--- src/hw/rtl/ultrasonic_echo_ranger_macros.svh ---
// ----------------------------------------------------------------------------
// Ultrasonic echo ranger assertion macros
// Shared concurrent assertion forms, clocked on clk, disabled during reset.
// ----------------------------------------------------------------------------
`ifndef ULTRASONIC_ECHO_RANGER_MACROS_SVH
`define ULTRASONIC_ECHO_RANGER_MACROS_SVH

// Check that the consequent holds in the same cycle as the antecedent.
`define UER_ASSERT_SAME(label, ante, cons) \
    label: assert property (@(posedge clk) disable iff (!rst_n) (ante) |-> (cons)) \
        else $error("%m: same-cycle check failed");

// Check that the consequent holds in the cycle after the antecedent.
`define UER_ASSERT_NEXT(label, ante, cons) \
    label: assert property (@(posedge clk) disable iff (!rst_n) (ante) |=> (cons)) \
        else $error("%m: next-cycle check failed");

`endif

--- src/hw/rtl/uer_pkg.sv ---
// ----------------------------------------------------------------------------
// Ultrasonic echo ranger package
// Widths, phase and status codes, and the types shared between modules.
// ----------------------------------------------------------------------------
package uer_pkg;

    localparam int COUNT_BITS = 16;
    localparam int MS_BITS    = 10;

    localparam int PERIOD_W   = 10;
    localparam int TIMEOUT_W  = 10;
    localparam int TRIGGER_W  = 4;
    localparam int SCALE_W    = 24;
    localparam int DIST_W     = 24;
    localparam int CFG_DATA_W = 24;
    localparam int CFG_IDX_W  = 2;

    // Compare width for elapsed time against the ms registers
    localparam int CMP_W = (MS_BITS > PERIOD_W) ? MS_BITS : PERIOD_W;

    // Width of the product, the rounded product and the shifted result
    localparam int PROD_W = COUNT_BITS + SCALE_W;
    localparam int RND_W  = PROD_W + 1;
    localparam int SHF_W  = ((RND_W - 16) > (DIST_W + 1)) ? (RND_W - 16) : (DIST_W + 1);

    localparam logic [MS_BITS-1:0]    MS_MAX    = '1;
    localparam logic [COUNT_BITS-1:0] COUNT_MAX = '1;

    // Register indexes
    localparam logic [CFG_IDX_W-1:0] REG_PERIOD  = 2'd0;
    localparam logic [CFG_IDX_W-1:0] REG_TIMEOUT = 2'd1;
    localparam logic [CFG_IDX_W-1:0] REG_TRIGGER = 2'd2;
    localparam logic [CFG_IDX_W-1:0] REG_SCALE   = 2'd3;

    // Register reset values
    localparam logic [PERIOD_W-1:0]  PERIOD_RST  = 10'd100;
    localparam logic [TIMEOUT_W-1:0] TIMEOUT_RST = 10'd100;
    localparam logic [TRIGGER_W-1:0] TRIGGER_RST = 4'd1;
    localparam logic [SCALE_W-1:0]   SCALE_RST   = 24'd285212;

    // Status codes
    localparam logic [1:0] ST_OK       = 2'd0;
    localparam logic [1:0] ST_NO_ECHO  = 2'd1;
    localparam logic [1:0] ST_TOO_LONG = 2'd2;

    typedef enum logic [3:0] {
        PH_IDLE  = 4'b0001,
        PH_TRIG  = 4'b0010,
        PH_WAIT  = 4'b0100,
        PH_COUNT = 4'b1000
    } phase_t;

    typedef struct packed {
        logic [PERIOD_W-1:0]  period_ms;
        logic [TIMEOUT_W-1:0] timeout_ms;
        logic [TRIGGER_W-1:0] trigger_ms;
        logic [SCALE_W-1:0]   distance_scale;
    } cfg_t;

    typedef struct packed {
        logic                  trigger_level;
        logic                  done_res;
        logic [1:0]            status;
        logic [DIST_W-1:0]     distance_q8;
        logic [COUNT_BITS-1:0] echo_ticks;
    } res_t;

endpackage

--- src/hw/rtl/uer_cfg.sv ---
// ----------------------------------------------------------------------------
// Ultrasonic echo ranger configuration registers
// Holds the four setup registers, written through a plain write port.
// ----------------------------------------------------------------------------
module uer_cfg (
    input  logic                             clk,
    input  logic                             rst_n,
    input  logic                             cfg_wr_en,
    input  logic [uer_pkg::CFG_IDX_W-1:0]    cfg_index,
    input  logic [uer_pkg::CFG_DATA_W-1:0]   cfg_wdata,
    output uer_pkg::cfg_t                    cfg
);

    uer_pkg::cfg_t cfg_reg;
    uer_pkg::cfg_t cfg_next;

    always_comb
    begin
        cfg_next = cfg_reg;
        if (cfg_wr_en)
        begin
            case (cfg_index)
                uer_pkg::REG_PERIOD:
                    cfg_next.period_ms = cfg_wdata[uer_pkg::PERIOD_W-1:0];
                uer_pkg::REG_TIMEOUT:
                    cfg_next.timeout_ms = cfg_wdata[uer_pkg::TIMEOUT_W-1:0];
                uer_pkg::REG_TRIGGER:
                    cfg_next.trigger_ms = cfg_wdata[uer_pkg::TRIGGER_W-1:0];
                uer_pkg::REG_SCALE:
                    cfg_next.distance_scale = cfg_wdata[uer_pkg::SCALE_W-1:0];
                default:
                    cfg_next = cfg_reg;
            endcase
        end
    end

    always_ff @(posedge clk or negedge rst_n)
    begin
        if (!rst_n)
        begin
            cfg_reg.period_ms      <= uer_pkg::PERIOD_RST;
            cfg_reg.timeout_ms     <= uer_pkg::TIMEOUT_RST;
            cfg_reg.trigger_ms     <= uer_pkg::TRIGGER_RST;
            cfg_reg.distance_scale <= uer_pkg::SCALE_RST;
        end
        else
        begin
            cfg_reg <= cfg_next;
        end
    end

    assign cfg = cfg_reg;

endmodule

--- src/hw/rtl/uer_scale.sv ---
// ----------------------------------------------------------------------------
// Ultrasonic echo ranger distance scaler
// Multiplies the echo count by the Q0.24 scale, rounds to Q16.8, saturates.
// ----------------------------------------------------------------------------
module uer_scale (
    input  logic [uer_pkg::COUNT_BITS-1:0] count,
    input  logic [uer_pkg::SCALE_W-1:0]    scale,
    output logic [uer_pkg::DIST_W-1:0]     dist_q8
);

    logic [uer_pkg::PROD_W-1:0] prod;
    logic [uer_pkg::RND_W-1:0]  rnd;
    logic [uer_pkg::SHF_W-1:0]  shf;

    always_comb
    begin
        prod = uer_pkg::PROD_W'(count) * uer_pkg::PROD_W'(scale);
        // add half an LSB of the Q8 result, then drop 16 fraction bits
        rnd  = uer_pkg::RND_W'(prod) + uer_pkg::RND_W'(1 << 15);
        shf  = uer_pkg::SHF_W'(rnd >> 16);
        if (|shf[uer_pkg::SHF_W-1:uer_pkg::DIST_W])
            dist_q8 = '1;
        else
            dist_q8 = shf[uer_pkg::DIST_W-1:0];
    end

endmodule

--- src/hw/rtl/uer_core.sv ---
// ----------------------------------------------------------------------------
// Ultrasonic echo ranger measurement core
// Phase, elapsed-ms and echo-count state; one tick resolved per accept.
// ----------------------------------------------------------------------------
`include "ultrasonic_echo_ranger_macros.svh"

module uer_core (
    input  logic          clk,
    input  logic          rst_n,
    input  logic          accept,
    input  logic          echo_level,
    input  logic          ms_strobe,
    input  uer_pkg::cfg_t cfg,
    output uer_pkg::res_t res
);

    uer_pkg::phase_t                phase_reg;
    uer_pkg::phase_t                phase_next;
    logic [uer_pkg::MS_BITS-1:0]    elapsed_reg;
    logic [uer_pkg::MS_BITS-1:0]    elapsed_next;
    logic [uer_pkg::COUNT_BITS-1:0] count_reg;
    logic [uer_pkg::COUNT_BITS-1:0] count_next;

    logic [uer_pkg::MS_BITS-1:0]    el_inc;
    logic [uer_pkg::CMP_W-1:0]      el_cmp;
    logic                           timed_out;
    logic                           done;
    logic [1:0]                     status;
    logic                           dist_sel;
    logic [uer_pkg::DIST_W-1:0]     dist_q8;

    // distance always comes from the count held before this tick
    uer_scale u_scale (
        .count   (count_reg),
        .scale   (cfg.distance_scale),
        .dist_q8 (dist_q8)
    );

    always_comb
    begin
        el_inc = elapsed_reg;
        if (ms_strobe && (elapsed_reg != uer_pkg::MS_MAX))
            el_inc = elapsed_reg + 1'b1;
        el_cmp    = uer_pkg::CMP_W'(el_inc);
        timed_out = (el_cmp > uer_pkg::CMP_W'(cfg.timeout_ms))
                    || (el_inc == uer_pkg::MS_MAX);

        phase_next   = phase_reg;
        elapsed_next = el_inc;
        count_next   = count_reg;
        done         = 1'b0;
        status       = uer_pkg::ST_OK;
        dist_sel     = 1'b0;

        case (phase_reg)
            uer_pkg::PH_IDLE:
            begin
                if (el_cmp >= uer_pkg::CMP_W'(cfg.period_ms))
                begin
                    phase_next   = uer_pkg::PH_TRIG;
                    elapsed_next = '0;
                    count_next   = '0;
                end
            end
            uer_pkg::PH_TRIG:
            begin
                if (el_cmp >= uer_pkg::CMP_W'(cfg.trigger_ms))
                    phase_next = uer_pkg::PH_WAIT;
            end
            uer_pkg::PH_WAIT:
            begin
                if (echo_level)
                begin
                    phase_next = uer_pkg::PH_COUNT;
                    count_next = '0;
                end
                else if (timed_out)
                begin
                    done         = 1'b1;
                    status       = uer_pkg::ST_NO_ECHO;
                    phase_next   = uer_pkg::PH_IDLE;
                    elapsed_next = '0;
                end
            end
            uer_pkg::PH_COUNT:
            begin
                if (echo_level)
                begin
                    if (count_reg != uer_pkg::COUNT_MAX)
                        count_next = count_reg + 1'b1;
                    if (timed_out)
                    begin
                        done         = 1'b1;
                        status       = uer_pkg::ST_TOO_LONG;
                        phase_next   = uer_pkg::PH_IDLE;
                        elapsed_next = '0;
                    end
                end
                else
                begin
                    done       = 1'b1;
                    dist_sel   = 1'b1;
                    phase_next = uer_pkg::PH_IDLE;
                end
            end
            default:
            begin
                phase_next = uer_pkg::PH_IDLE;
            end
        endcase

        res.trigger_level = (phase_next == uer_pkg::PH_TRIG);
        res.done_res      = done;
        res.status        = status;
        res.distance_q8   = dist_sel ? dist_q8 : '0;
        res.echo_ticks    = count_next;
    end

    always_ff @(posedge clk or negedge rst_n)
    begin
        if (!rst_n)
        begin
            phase_reg   <= uer_pkg::PH_IDLE;
            elapsed_reg <= '0;
            count_reg   <= '0;
        end
        else if (accept)
        begin
            phase_reg   <= phase_next;
            elapsed_reg <= elapsed_next;
            count_reg   <= count_next;
        end
    end

    `UER_ASSERT_SAME(a_idle_never_done, accept && (phase_reg == uer_pkg::PH_IDLE), !res.done_res)
    `UER_ASSERT_NEXT(a_fall_to_idle, accept && (phase_reg == uer_pkg::PH_COUNT) && !echo_level,
        phase_reg == uer_pkg::PH_IDLE)
    `UER_ASSERT_NEXT(a_start_clears, accept && (phase_reg == uer_pkg::PH_IDLE)
        && (phase_next == uer_pkg::PH_TRIG), (elapsed_reg == '0) && (count_reg == '0))

endmodule

--- src/hw/rtl/uer_obuf.sv ---
// ----------------------------------------------------------------------------
// Ultrasonic echo ranger result register
// Holds one result until taken; reloads in the same cycle it is taken.
// ----------------------------------------------------------------------------
module uer_obuf (
    input  logic          clk,
    input  logic          rst_n,
    input  logic          load,
    input  uer_pkg::res_t res_in,
    input  logic          out_ready,
    output logic          out_valid,
    output logic          free,
    output uer_pkg::res_t res_out
);

    logic          valid_reg;
    logic          valid_next;
    uer_pkg::res_t res_reg;

    assign free = !valid_reg || out_ready;

    always_comb
    begin
        valid_next = valid_reg;
        if (load)
            valid_next = 1'b1;
        else if (out_ready)
            valid_next = 1'b0;
    end

    always_ff @(posedge clk or negedge rst_n)
    begin
        if (!rst_n)
            valid_reg <= 1'b0;
        else
            valid_reg <= valid_next;
    end

    always_ff @(posedge clk)
    begin
        if (load)
            res_reg <= res_in;
    end

    assign out_valid = valid_reg;
    assign res_out   = res_reg;

endmodule

--- src/hw/rtl/ultrasonic_echo_ranger.sv ---
// An accepted request's result is registered and shows at the output in the cycle after it is accepted.
// Throughput: one request per cycle while the output is not stalled; the core state updates at every accepted tick.
// A stalled output holds one result; a new request enters in the cycle it is taken.
// Reset (rst_n low, asynchronous): phase idle, elapsed ms and echo count zero,
// output empty, registers back to period 100, timeout 100, trigger 1, scale 285212.
// ----------------------------------------------------------------------------
// Ultrasonic echo ranger top level
// Times the echo pulse of an ultrasonic ranger per count-clock tick, drives
// the trigger, and reports distance in Q16.8 cm or a timeout status.
// ----------------------------------------------------------------------------
`include "ultrasonic_echo_ranger_macros.svh"

module ultrasonic_echo_ranger (
    input  logic                             clk,
    input  logic                             rst_n,
    // configuration write port
    input  logic                             cfg_wr_en,
    input  logic [uer_pkg::CFG_IDX_W-1:0]    cfg_index,
    input  logic [uer_pkg::CFG_DATA_W-1:0]   cfg_wdata,
    // tick requests
    input  logic                             in_valid,
    output logic                             in_ready,
    input  logic                             echo_level,
    input  logic                             ms_strobe,
    // results
    output logic                             out_valid,
    input  logic                             out_ready,
    output logic                             trigger_level,
    output logic                             done_res,
    output logic [1:0]                       status,
    output logic [uer_pkg::DIST_W-1:0]       distance_q8,
    output logic [uer_pkg::COUNT_BITS-1:0]   echo_ticks
);

    uer_pkg::cfg_t cfg;
    uer_pkg::res_t res_core;
    uer_pkg::res_t res_out;
    logic          accept;
    logic          obuf_free;

    // Take a request whenever the result register is empty or being drained.
    assign in_ready = obuf_free;
    assign accept   = in_valid && in_ready;

    // Setup registers; write them only while no request is in flight.
    uer_cfg u_cfg (
        .clk       (clk),
        .rst_n     (rst_n),
        .cfg_wr_en (cfg_wr_en),
        .cfg_index (cfg_index),
        .cfg_wdata (cfg_wdata),
        .cfg       (cfg)
    );

    // Resolve the tick: advance the ms count, step the phase, count echo,
    // and scale the count to distance on the echo falling edge.
    uer_core u_core (
        .clk        (clk),
        .rst_n      (rst_n),
        .accept     (accept),
        .echo_level (echo_level),
        .ms_strobe  (ms_strobe),
        .cfg        (cfg),
        .res        (res_core)
    );

    // Hold the result until the consumer takes it.
    uer_obuf u_obuf (
        .clk       (clk),
        .rst_n     (rst_n),
        .load      (accept),
        .res_in    (res_core),
        .out_ready (out_ready),
        .out_valid (out_valid),
        .free      (obuf_free),
        .res_out   (res_out)
    );

    assign trigger_level = res_out.trigger_level;
    assign done_res      = res_out.done_res;
    assign status        = res_out.status;
    assign distance_q8   = res_out.distance_q8;
    assign echo_ticks    = res_out.echo_ticks;

    // Every accepted request leaves a result behind it.
    `UER_ASSERT_NEXT(a_accept_gives_result, accept, out_valid)
    // A blocked input means a result is waiting.
    `UER_ASSERT_SAME(a_stall_has_result, !in_ready, out_valid && !out_ready)
    // Distance only appears on a good finish.
    `UER_ASSERT_SAME(a_dist_only_ok, out_valid && (distance_q8 != '0),
        done_res && (status == uer_pkg::ST_OK))

endmodule
--- config.mk ---
export PLATFORM = sky130hd
export DESIGN_NAME = ultrasonic_echo_ranger
export DESIGN_NICKNAME = d
export VERILOG_FILES = /design/src/hw/rtl/uer_pkg.sv /design/src/hw/rtl/uer_cfg.sv /design/src/hw/rtl/uer_scale.sv /design/src/hw/rtl/uer_core.sv /design/src/hw/rtl/uer_obuf.sv /design/src/hw/rtl/ultrasonic_echo_ranger.sv
export VERILOG_INCLUDE_DIRS = /design/src /design/src/hw/rtl
export SDC_FILE = /design/constraint.sdc
export NUM_CORES = 1
export LEC_CHECK = 0
export ABC_AREA = 1
export BUFFER_PORTS_ARGS = -buffer_cell sky130_fd_sc_hd__buf_2
export CORE_UTILIZATION = 55
export CTS_CLUSTER_DIAMETER = 150
export DETAILED_ROUTE_END_ITERATION = 6
export PLACE_DENSITY = 0.77
export SETUP_SLACK_MARGIN = 0.02
export SYNTH_ARGS = -nofsm -noshare
export SYNTH_HDL_FRONTEND = slang
export SYNTH_SLANG_ARGS = --single-unit
export TNS_END_PERCENT = 20
--- constraint.sdc ---
create_clock -name clk -period 7.8 [get_ports clk]
set_input_delay 1.17 -clock clk [delete_from_list [all_inputs] [get_ports clk]]
set_output_delay 1.17 -clock clk [all_outputs]
set_load 0.03 [all_outputs]
=== Word-level counts from Yosys, hierarchy flattened ===
Cells that the tools add are included.

* $add $sub $neg: 3
* Multiply operators: 1
* $lt $le $gt $ge: 3
* Equal/unequal tests: 11
* Multiplexer cells: 31
* Reductions and logical operators: 11

{| class="wikitable"
|+ Operators with widths
! cell !! number
|-
| $mux W16 || 4
|-
| $mux W10 || 5
|-
| $pmux W16 S3 || 1
|-
| $add A40 B16 Y41 const B || 1
|-
| $mul A16 B24 Y40 || 1
|-
| $pmux W10 S3 || 1
|-
| $mux W24 || 1
|-
| $mux W4 || 5
|-
| $add A16 B1 Y16 const B || 1
|-
| $ne A16 B16 Y1 const B || 1
|-
| $pmux W4 S4 || 1
|-
| $add A10 B1 Y10 const B || 1
|-
| $eq A10 B10 Y1 const B || 1
|-
| $ge A10 B10 Y1 || 1
|-
| $ge A10 B4 Y1 || 1
|-
| $gt A10 B10 Y1 || 1
|-
| $ne A10 B10 Y1 const B || 1
|-
| $eq A4 B2 Y1 const B || 2
|-
| $mux W1 || 8
|-
| $reduce_and A2 Y1 || 4
|-
| $mux W2 || 3
|-
| $eq A2 B2 Y1 const B || 2
|-
| $eq A4 B1 Y1 const B || 1
|-
| $eq A4 B3 Y1 const B || 1
|-
| 9 further kinds || 11
|}

* Register bits: 123
* Bits of input ports: 33
* Output and inout bits: 46
* Word-level logic and storage cells: 73

=== Depth between registers and ports, before layout ===
Gate-level depths: netlist of run 1.

* Depth in word-level cells: 9
* Gate-level depth with buffers: 31
* Depth with buffers taken out: 28

=== Hierarchy ===
From an unflattened synthesis of run 1, not the netlist that was laid out.

* Cells, all modules: 2662
* Area total of the unflattened synthesis: 20214.4 µm²

{| class="wikitable"
|+ By module, submodules not included
! module !! instances !! cells an instance !! area each (µm²) !! sequential area each (µm²)
|-
| uer_scale || 1 || 1866 || 13529.2 || 0.0
|-
| uer_core || 1 || 529 || 3323.2 || 752.0
|-
| uer_cfg || 1 || 216 || 1988.2 || 1219.9
|-
| uer_obuf || 1 || 49 || 1366.3 || 1346.3
|-
| ultrasonic_echo_ranger || 1 || 2 || 7.5 || 0.0
|}

=== Worst setup path before layout of run 1 ===
Ideal clock, no wire load.

* Kind: register to register
* Start: register u_cfg.cfg_reg (netlist bit u_cfg.cfg[12])
* End: register u_obuf.res_reg (netlist bit u_obuf.res_out[37]), data pin
* Setup time: 0.266 ns
* Data arrival time: 5.741 ns
* Data required time: 7.534 ns
* Path slack: 1.793 ns
* Cell stages (with the launch flop): 30
* Buffers on the path: 3
* Clock period less this slack: 6.007 ns
* Path through: dfstp_2 -> clkbuf_1 -> clkbuf_1 -> nand2_1 -> fa_1 -> inv_1 -> fa_1 -> inv_1 -> fa_1 -> inv_1 -> fa_1 -> fa_1 -> inv_1 -> fa_1 -> inv_1 -> ha_1 -> nand2_1 -> nor2_1 -> inv_1 -> o21ai_0 -> nand2_1 -> nand3_1 -> nand2_1 -> nand3_1 -> nand2_1 -> nand2_2 -> buf_4 -> nand2_1 -> nor2_1 -> nor2_1

* Word-level cells in the longest chain between the ends: 3

{| class="wikitable"
|+ Ends and longest elaborated chain
! element !! line !! source
|-
| start: declaration || uer_cfg.sv:14 || <nowiki>uer_pkg::cfg_t cfg_reg;</nowiki>
|-
| start signal: assignment || uer_cfg.sv:48 || <nowiki>cfg_reg <= cfg_next;</nowiki>
|-
| $mul A16 B24 Y40 || uer_scale.sv:17 || <nowiki>prod = uer_pkg::PROD_W'(count) * uer_pkg::PROD_W'(scale);</nowiki>
|-
| $add A40 B16 Y41 || uer_scale.sv:19 || <nowiki>rnd = uer_pkg::RND_W'(prod) + uer_pkg::RND_W'(1 << 15);</nowiki>
|-
| $mux W24 || uer_scale.sv:21 || <nowiki>if (|shf[uer_pkg::SHF_W-1:uer_pkg::DIST_W])</nowiki>
|-
| end signal: assignment || uer_obuf.sv:42 || <nowiki>res_reg <= res_in;</nowiki>
|-
| end: declaration || uer_obuf.sv:18 || <nowiki>uer_pkg::res_t res_reg;</nowiki>
|}

No other way between the ends.
A chain may end at the register's enable or synchronous reset.

=== Worst setup path in the final report of run 1 ===
* Start: register u_core.count_reg[1] (netlist bit)
* End: register u_obuf.res_reg (netlist bit u_obuf.res_out[26]), data pin

* Word-level cells in the longest chain between the ends: 3

{| class="wikitable"
|+ Ends and longest elaborated chain
! element !! line !! source
|-
| start: declaration || uer_core.sv:21 || <nowiki>logic [uer_pkg::COUNT_BITS-1:0] count_reg;</nowiki>
|-
| start signal: assignment || uer_core.sv:131 || <nowiki>count_reg <= count_next;</nowiki>
|-
| $mul A16 B24 Y40 || uer_scale.sv:17 ||
|-
| $add A40 B16 Y41 || uer_scale.sv:19 ||
|-
| $mux W24 || uer_scale.sv:21 ||
|}

No other way between the ends.

==> results of run 1 <==
==> metal layers <==
| layer | vias up | GRT usage [%] | wire length [um] |
|---|---|---|---|
| met5 | - | 0 | 0 |
| met4 | 0 | 10.7 | 1520 |
| met3 | 119 | 7.46 | 5280 |
| met2 | 719 | 46.1 | 23200 |
| met1 | 8036 | 43.1 | 22400 |
| li1 | 7659 | - | - |
==> path summary, 6_finish.rpt <==
check,startpoint,end,cells after the start
setup / recovery,u_core.count_reg[1]$_DFFE_PN0P_,u_obuf.res_out[26]$_SDFFCE_PN0P_,22
hold / removal,u_cfg.cfg[31]$_DFFE_PN0P_,u_cfg.cfg[31]$_DFFE_PN0P_,2
setup reg to reg,u_core.count_reg[1]$_DFFE_PN0P_,u_obuf.res_out[26]$_SDFFCE_PN0P_,22
hold reg to reg,u_cfg.cfg[31]$_DFFE_PN0P_,u_cfg.cfg[31]$_DFFE_PN0P_,2
max in group asynchronous,rst_n,u_cfg.cfg[16]$_DFFE_PN0P_,2
min in group asynchronous,rst_n,u_core.count_reg[3]$_DFFE_PN0P_,1
==> per-stage QoR <==
stage	util, %	setup WS [ns]	total power [mW]	hold slack (ns)
3_5_place_dp	58.0	1.12	6.88	0.476
6_report	59.6	1.03	7.88	0.492
4_1_cts	59.6	1.09	7.81	0.491
3_3_place_gp	58.0	1.19	6.87	0.469
2_1_floorplan	-	1.79	5.10	0.453
5_1_grt	59.6	0.625	8.72	0.514
==> final cells by class <==
| class | instances | area share [%] |
|---|---|---|
| clock buffer | 18 | 2.02 |
| clock inverter | 14 | 0.677 |
| inverter | 720 | 12.7 |
| multi-input combinational | 1654 | 63.6 |
| sequential | 123 | 15.6 |
| tap | 461 | 2.72 |
| timing repair buffer | 100 | 2.63 |
==> power groups by stage <==
stage	Sequential (mW)	Clock (mW)	Combinational (mW)
after global routing	1.14	0.856	6.72
after global placement	1.13	0	5.74
after detailed placement	1.13	0	5.75
after CTS	1.12	0.826	5.87
after floorplan	0.881	0	4.22
final	1.13	0.821	5.93
==> cell families (layout without fill, tap and decap cells) <==
family / Yosys count / count (layout) / synth area share [%]
AND/OR/NAND/NOR: 951 / 951 / 19.6
adder cells (fa/ha/maj): 465 / 465 / 40.6
buffers and inverters: 837 / 852 / 15.8
AO/OA/AOI/OAI: 207 / 207 / 5.78
XOR/XNOR: 17 / 17 / 0.745
multiplexers: 14 / 14 / 0.789
flip-flops: 123 / 123 / 16.6
==> critical path, delay by kind of cell, from the launching register on <==
family,cells,cell delay [ns]
buffers and inverters,6,0.34
AND/OR/NAND/NOR,6,0.89
adder cells (fa/ha/maj),7,3.41
flip-flops,1,1.05
AO/OA/AOI/OAI,3,0.80
==> synthesized netlist by cell type (16+ instances only) <==
cell type,count,area share [%]
nand4_1,18,0.56
edfxtp_1,44,6.6
clkbuf_1,76,1.4
inv_1,714,13
o21ai_0,89,2.2
nand2_1,695,13
buf_2,17,0.43
nor3_1,18,0.45
nor2_1,111,2.1
dfstp_2,16,2.1
dfrtp_1,63,7.9
buf_1,22,0.41
a21oi_1,60,1.5
fa_1,306,31
a31oi_1,16,0.50
ha_1,159,10
nand3_1,56,1.4
==> results.md, run 1 <==
* H-tree depth at 4
* Switching share of power at 57.4%
* Crit-path max cell delay at 1.05 ns
* Nets at 3114
* # IOs at 79
* Distinct cells, synth at 52
* Crit-path slowest cell: dfrtp_1
* Placement row count at 69
* Pwr per Cell Area at 371 nW/um^2
* Share of cells above drive strength 1 at 7.72%
* Vias in the first global route at 17000
* Skew-Pair Late Insertion Delay at 0.47 ns
* Clk slew on worst S/H paths at 0.08 ns
* Post-Syn Area at 20000 sq um
* Syn_area_per_cell at 7.65 sq um
* Critical Path AT at 6.97 ns
* Core Region at 35700 sq um
* Vias per cell at 5.35
* CTS root buffer: clkbuf_16
* Most common cell after layout, fill and taps aside: inv_1
* CTS Hold Bufs at 0
* Slew Limit Fails at 0
* Asr flop ratio synth at 64.2%
* Width of the die at 193 um
* WP data required at 8.00 ns
* Max FFs per register at 48
* Pre-Repair DR Iteration Count at 7
* Dpl hpwl at 41500 um
* Most frequent cells in the layout: inv_1, nand2_1, fa_1
* First-pass GRT wire length at 87100 um
* Area grow syn2layout at 6.24%
* DRT Wirelength at 52400 um
* Period utilization at 86.9%
* 1st-iter DRT viols at 1293
* Total GRT Usage at 30.7%
* Min Tclk post-route at 6.77 ns
* Worst-margin pin slew at 1.23 ns
* Die H at 193 um
* Post-Syn Instances at 2614
* Multi-input gate area at 13500 sq um
* Slew HR at 17.7%
* Sequential fraction of the synthesis area at 16.6%
* DRC at 2
* Violated checks: DRC
* Synthesized flop and latch total at 123
* Final Hold Viols at 0
* Starting density of the core at 56.1%
* MaxCap Viol Count at 0
* Sequential Area at 3320 sq um
* Setup CP Type: reg2reg
* CP Max Fanout at 24
* FMAX at 148 MHz
* Routed Antenna Nets at 0
* Initial antenna violation count at 0
* Largest net degree at the start of global routing at 52
* Fin area at 21200 sq um
* Critical path cell sequence: nand2_1 -> fa_1 -> inv_1 -> fa_1 -> inv_1 -> fa_1 -> inv_1 -> fa_1 -> fa_1 -> inv_1 -> fa_1 -> inv_1 -> ha_1 -> a21oi_1 -> a21boi_0 -> nand3_1 -> nand2_1 -> nand3_1 -> nand2_1 -> nand2_1 -> o21ai_0 -> inv_1
* Post-CTS Setup Repair Bufs at 0
* Leakage at 12.1 nW
* Number of setup violations in the final report at 0
* Full die area at 37100 sq um
* # clock sinks at 123
* CTS buffer count at 17
* Vias at 16500
* Gate power share at 75.2%
* Clock skew at 0.0217 ns
* CP Launch Type: flip-flop
* Port bufs at 78
* # placed instances at 3058
* Sw power at 4.53 mW
* TritonCTS clock tree: done
* Top_reg_cell synth: dfrtp_1
* Filler cells at 3136
* Crit end category: flip-flop
* Clock network power share at 10.4%
* Status: finished with violations
* Routed len/inst at 17.0 um
* Maximum vdd ir drop at 0.292 mV
* Dpl cell area at 20700 sq um
* HP Class: reg2reg
* Internal Pwr Total at 3.36 mW
* Syn. warnings at 0
* EDFF count, synth at 44
* Reg-to-reg setup timing slack at 1.03 ns
* Setup repair after global routing missed its margin: no
* Setup TNS Final at 0 ns
* CTS Buffer Depth at 2
* Gr ovfl total at 0
* Post-CTS resize count at 0
* ANT cells at 0
* Seq pwr share at 14.4%
* Syn_nets at 3112
* Final std cells w/o fill at 3090
* Final Wtd Congestion at 0.977
No activity file was read; power rests on OpenSTA's default activity.
==> run 2: changes to the inputs <==
CORE_UTILIZATION = 60   (was 55)
PLACE_DENSITY = 0.83   (was 0.77)
SLEW_MARGIN = 20   (was default)
==> run 2 against run 1 <==
Net effect:
- the flow now finishes without violations
- via count increased by 1.4%
- global-route usage increased by 3.5 points
- critical path depth decreased by 1
- power increased by 2.1%
- clock power increased by 3.9%
- critical path type unchanged
- critical endpoint is now u_obuf.res_out[20]$_SDFFCE_PN0P_
- largest cell class unchanged
==> results.md, run 2 (synthesis gave the netlist of run 1 again) <==
* Status: completed
* Placement row count at 66 (-4.3%)
* # clock sinks at 123 (unchanged)
* Most frequent cells in the layout: inv_1, nand2_1, fa_1
* # IOs at 79 (unchanged)
* Crit end category: flip-flop
* Clock skew at 0.0121 ns (-0.00961 ns)
* Slew HR at 24.2% (+6.4 points)
* Routed len/inst at 17.7 um (+4.1%)
* # placed instances at 3039 (-0.62%)
* Pre-Repair DR Iteration Count at 5 (-2)
* Dpl cell area at 20600 sq um (-0.12%)
* Hold Crit Depth at 2 (unchanged)
* Maximum vdd ir drop at 0.284 mV (-2.6%)
* Worst R2R Path Depth at 21 (-4.5%)
* Worst-margin pin slew at 1.14 ns (-0.0963 ns)
* Sw power at 4.63 mW (+2.4%)
* ANT cells at 0 (unchanged)
* Area grow syn2layout at 6.40%
* CP Max Fanout at 14 (-42%)
* Final std cells w/o fill at 3071 (-0.61%)
* Setup repair after global routing missed its margin: no
* Period utilization at 88.1% (+1.2 points)
* Core Region at 32600 sq um (-8.5%)
* FMAX at 146 MHz (-1.4%)
* Filler cells at 2662 (-15%)
* Vias per cell at 5.46 (+2.1%)
* Post-CTS resize count at 0 (unchanged)
* CTS root buffer: clkbuf_16
* WP data required at 7.98 ns (-0.02 ns)
* Leakage at 12.1 nW (+0.14%)
* Most common cell after layout, fill and taps aside: inv_1
* Post-CTS Setup Repair Bufs at 0 (unchanged)
* First-pass GRT wire length at 89100 um (+2.3%)
* Vias at 16800 (+1.4%)
* CP Launch Type: flip-flop
* Width of the die at 185 um (-4.2%)
* Full die area at 34100 sq um (-8.2%)
* HP Class: reg2reg
* Vias in the first global route at 17200 (+1.5%)
* Dpl hpwl at 42600 um (+2.6%)
* TritonCTS clock tree: done
* Total GRT Usage at 34.2% (+3.5 points)
* DRC at 0 (-2)
* CTS Hold Bufs at 0 (unchanged)
* Slew Limit Fails at 0 (unchanged)
* Min Tclk post-route at 6.87 ns (+0.0940 ns)
* Clock network power share at 10.6% (+0.2 points)
* Die H at 185 um (-4.2%)
* Gr ovfl total at 0 (unchanged)
* Seq pwr share at 14.0% (-0.4 points)
* Max FFs per register at 48 (unchanged)
* Critical Path AT at 7.04 ns (+0.07 ns)
* Starting density of the core at 61.3% (+5.2 points)
* Routed Antenna Nets at 0 (unchanged)
* Largest net degree at the start of global routing at 80 (+54%)
* CTS Buffer Depth at 2 (unchanged)
* 1st-iter DRT viols at 1547 (+20%)
* WHS at 0.490 ns (-0.00204 ns)
* Switching share of power at 57.6% (+0.16 points)
* Fin area at 21300 sq um (+0.15%)
* Number of setup violations in the final report at 0 (unchanged)
* Share of cells above drive strength 1 at 7.84% (+0.11 points)
* Final Wtd Congestion at 1.00 (+2.6%)
* Nets at 3114 (unchanged)
* Skew-Pair Late Insertion Delay at 0.43 ns (-0.04 ns)
* Gate power share at 75.4% (+0.2 points)
* CTS buffer count at 17 (unchanged)
* DRT Wirelength at 54200 um (+3.5%)
* Final Hold Viols at 0 (unchanged)
* Reg-to-reg setup timing slack at 0.93 ns (-0.09 ns)
* H-tree depth at 4 (unchanged)
* MaxCap Viol Count at 0 (unchanged)
* Initial antenna violation count at 1 (+1)
* Clk slew on worst S/H paths at 0.06 ns (-0.02 ns)
* Setup CP Type: reg2reg
* Setup TNS Final at 0 ns (unchanged)
* Internal Pwr Total at 3.41 mW (+1.7%)
* Pwr per Cell Area at 378 nW/um^2 (+1.9%)
* Port bufs at 78 (unchanged)
-- run 2: cell count changes in the layout (fill, tap and decap cells not counted) --
cell,change
buf_4,-1
buf_6,+1
bufinv_16,+1
clkbuf_1,+1
clkbuf_16,+1
clkinv_2,-3
clkinv_4,+4
clkinvlp_4,-2
dfrtp_1,-4
dfrtp_2,+4
inv_6,-2
-- run 2: final timing paths --
check,start,end
worst max-delay path,u_core.count_reg[11]$_DFFE_PN0P_,u_obuf.res_out[20]$_SDFFCE_PN0P_
worst min-delay path,u_cfg.cfg[26]$_DFFE_PN0P_,u_cfg.cfg[26]$_DFFE_PN0P_
worst max register to register,u_core.count_reg[11]$_DFFE_PN0P_,u_obuf.res_out[20]$_SDFFCE_PN0P_
worst min register to register,u_cfg.cfg[26]$_DFFE_PN0P_,u_cfg.cfg[26]$_DFFE_PN0P_
max in group asynchronous,rst_n,u_core.count_reg[8]$_DFFE_PN0P_
min in group asynchronous,rst_n,u_core.elapsed_reg[1]$_DFFE_PN0P_
-- run 2: layout make-up --
class                      count  area [sq um]  share of cell area, %
tap                          442           553                   2.60
sequential                   123          3320                   15.6
timing repair buffer         100           562                   2.64
clock buffer                  20           458                   2.15
clock inverter                12           161                  0.759
inverter                     720          2700                   12.7
multi-input combinational   1654         13500                   63.5
-- run 2: critical path: stages, from the launching register on --
cell and delay, ns:
dfrtp_1 0.93, buf_4 0.35, nand2_1 0.10, fa_1 0.52, inv_1 0.06, fa_1 0.59, fa_1 0.48, fa_1 0.48
fa_1 0.50, inv_1 0.05, fa_1 0.52, inv_1 0.06, ha_1 0.33, a21oi_1 0.21, a21boi_0 0.36, nand3_1 0.19
nand2_1 0.14, nand3_1 0.10, nand2_1 0.07, nand2_1 0.21, o21ai_0 0.29, inv_1 0.07
-- run 2: power by group through the flow --
stage | Combinational (mW) | Sequential, mW | Clock [mW]
finish | 6.07 | 1.12 | 0.853
global route | 6.77 | 1.13 | 0.883
CTS | 5.93 | 1.11 | 0.859
detailed placement | 5.81 | 1.12 | 0
global placement | 5.73 | 1.11 | 0
floorplan | 4.22 | 0.881 | 0
-- run 2: metrics by stage --
step	util (%)	total power, mW	setup WS [ns]
after floorplan	-	5.10	1.79
after global placement	63.3	6.84	1.09
after detailed placement	63.3	6.92	1.01
after CTS	65.2	7.90	0.929
after global routing	65.2	8.78	0.488
final	65.2	8.05	0.932
-- run 2: metal layers --
metal / vias to the layer above / routed length (um) / GRT usage [%]
li1: 7652 / - / -
met1: 8121 / 21600 / 46.1
met2: 868 / 25300 / 55.5
met3: 128 / 5810 / 7.25
met4: 2 / 1410 / 9.67
met5: - / 10 / 0
==> run 3: changes to the inputs <==
CELL_PAD_IN_SITES_DETAIL_PLACEMENT = 0   (was default)
CELL_PAD_IN_SITES_GLOBAL_PLACEMENT = 2   (was default)
CORE_MARGIN = 2   (was default)
CORE_UTILIZATION = 39   (was 60)
PLACE_DENSITY = 0.89   (was 0.83)
==> run 3 against run 2 <==
Net effect:
- the run now ends with DRC left
- sequential power about the same
- utilization decreased by 23 points
- non-clock buffer count increased by 2
- power decreased by 2.0%
- die area increased by 56%
- combinational power about the same
- flip-flop and latch count unchanged
- via count decreased by 4.0%
- worst setup slack got worse by 0.0087 ns
- largest cell class unchanged
- largest power group unchanged
- highest routed layer is now met4
==> results.md, run 3 (synthesis gave the netlist of run 1 again) <==
* Slew Limit Fails at 0 (unchanged)
* CP Launch Type: flip-flop
* Area grow syn2layout at 7.37%
* DRT Wirelength at 57900 um (+6.8%)
* Gr ovfl total at 0 (unchanged)
* Skew-Pair Late Insertion Delay at 0.45 ns (+0.02 ns)
* Width of the die at 230 um (+25%)
* Core Region at 50400 sq um (+54%)
* Setup repair after global routing missed its margin: no
* HP Class: reg2reg
* # placed instances at 3271 (+7.6%)
* Post-CTS resize count at 0 (unchanged)
* # clock sinks at 123 (unchanged)
* CP Max Fanout at 27 (+13)
* Share of cells above drive strength 1 at 7.79% (-0.044 points)
* Min Tclk post-route at 6.88 ns (+0.00869 ns)
* Pre-Repair DR Iteration Count at 7 (+2)
* FMAX at 145 MHz (-0.13%)
* TritonCTS clock tree: done
* Critical Path AT at 7.06 ns (+0.02 ns)
* Final Hold Viols at 0 (unchanged)
* Status: finished with violations
* Period utilization at 88.2% (+0.11 points)
* Final Wtd Congestion at 0.984 (-1.9%)
* Clock skew at 0.0137 ns (+0.00159 ns)
* Slew HR at 22.9% (-1.2 points)
* Max FFs per register at 48 (unchanged)
* Routed len/inst at 17.5 um (-0.67%)
* Dpl cell area at 21000 sq um (+1.5%)
* Number of setup violations in the final report at 0 (unchanged)
* Clk slew on worst S/H paths at 0.06 ns (about the same)
* Setup CP Type: reg2reg
* Nets at 3116 (+0.064%)
* ANT cells at 0 (unchanged)
* CTS Buffer Depth at 2 (unchanged)
* Maximum vdd ir drop at 0.234 mV (-18%)
* Full die area at 53100 sq um (+56%)
* Worst-margin pin slew at 1.16 ns (+0.0185 ns)
* Die H at 230 um (+25%)
* Setup TNS Final at 0 ns (unchanged)
* Most frequent cells in the layout: inv_1, nand2_1, fa_1
* CTS Hold Bufs at 0 (unchanged)
* CTS root buffer: clkbuf_16
* DRC at 9 (+9)
* Initial antenna violation count at 0 (-1)
* Most common cell after layout, fill and taps aside: inv_1
* Fin area at 21500 sq um (+0.91%)
* Final std cells w/o fill at 3303 (+7.6%)
* Routed Antenna Nets at 0 (unchanged)
* Starting density of the core at 39.7% (-22 points)
* First-pass GRT wire length at 95500 um (+7.2%)
* Hold Crit Depth at 2 (unchanged)
* Vias at 16100 (-4.0%)
* Total GRT Usage at 23.1% (-11 points)
* CTS buffer count at 17 (unchanged)
* Port bufs at 78 (unchanged)
* Dpl hpwl at 46700 um (+9.7%)
* WP data required at 7.99 ns (about the same)
* Filler cells at 5151 (+94%)
* Core Util, Final at 42.6% (-23 points)
* Pwr per Cell Area at 368 nW/um^2 (-2.8%)
* Crit end category: flip-flop
* Worst R2R Path Depth at 25 (+19%)
* Violated checks: DRC
* MaxCap Viol Count at 0 (unchanged)
* Vias per cell at 4.88 (-11%)
* Vias in the first global route at 17300 (+0.24%)
* WHS at 0.485 ns (-0.00550 ns)
* Placement row count at 82 (+24%)
* Post-CTS Setup Repair Bufs at 0 (unchanged)
* Leakage at 12.1 nW (-0.29%)
* H-tree depth at 4 (unchanged)
* Largest net degree at the start of global routing at 70 (-13%)
* # IOs at 79 (unchanged)
* 1st-iter DRT viols at 1152 (-26%)
run 3: area by class of cell:
type / instances / area (sq um) / area share (%)
multi-input cells: 1654 / 13500 / 63.0
flip-flops and latches: 123 / 3320 / 15.5
inverters: 720 / 2700 / 12.6
well taps: 672 / 841 / 3.92
repair buffers: 102 / 573 / 2.67
clock buffers: 18 / 429 / 2.00
clock inverters: 14 / 83.8 / 0.391
run 3: stage by stage:
stage	worst slack [ns]	power, mW
3_5_place_dp	1.02	7.07
4_1_cts	0.966	7.92
5_1_grt	0.467	8.79
6_report	0.923	7.89
3_3_place_gp	1.07	7.14
2_1_floorplan	1.79	5.10
run 3: worst paths after layout:
check	startpoint	end	slack [ns]
setup / recovery	u_core.count_reg[3]$_DFFE_PN0P_	u_obuf.res_out[21]$_SDFFCE_PN0P_	0.92
hold / removal	u_cfg.cfg[39]$_DFFE_PN0P_	u_cfg.cfg[39]$_DFFE_PN0P_	0.48
setup reg to reg	u_core.count_reg[3]$_DFFE_PN0P_	u_obuf.res_out[21]$_SDFFCE_PN0P_	0.92
hold reg to reg	u_cfg.cfg[39]$_DFFE_PN0P_	u_cfg.cfg[39]$_DFFE_PN0P_	0.48
max in group asynchronous	rst_n	u_core.count_reg[10]$_DFFE_PN0P_	6.05
min in group asynchronous	rst_n	u_cfg.cfg[26]$_DFFE_PN0P_	0.71
run 3: power breakdown:
| part | switching [mW] | total, mW | internal, mW |
|---|---|---|---|
| registers | 0.303 | 1.09 | 0.784 |
| clock network | 0.327 | 0.726 | 0.399 |
| logic | 3.98 | 6.08 | 2.10 |
| total | 4.61 | 7.89 | 3.28 |
run 3: worst max-delay path: stages, from the launching register on:
cell	delay (ns)
dfrtp_1	1.11
nand2_1	0.18
fa_1	0.56
inv_1	0.05
fa_1	0.52
inv_1	0.05
fa_1	0.49
inv_1	0.05
fa_1	0.52
fa_1	0.51
inv_1	0.06
fa_1	0.50
inv_1	0.06
ha_1	0.33
nand2_1	0.07
nand2_1	0.06
a31oi_1	0.24
o21ai_0	0.18
nand2_1	0.10
nand3_1	0.09
nand2_1	0.12
nand3_1	0.09
nand2_1	0.08
nand2_1	0.22
o21ai_0	0.29
inv_1	0.08
run 3: per-layer routing:
metal | wire length (um) | GRT usage (%) | vias to the layer above
met4 | 1010 | 5.77 | 0
met2 | 26400 | 37.1 | 456
met1 | 27400 | 33.2 | 7913
li1 | - | - | 7662
met3 | 3120 | 3.00 | 73
met5 | 0 | 0 | -
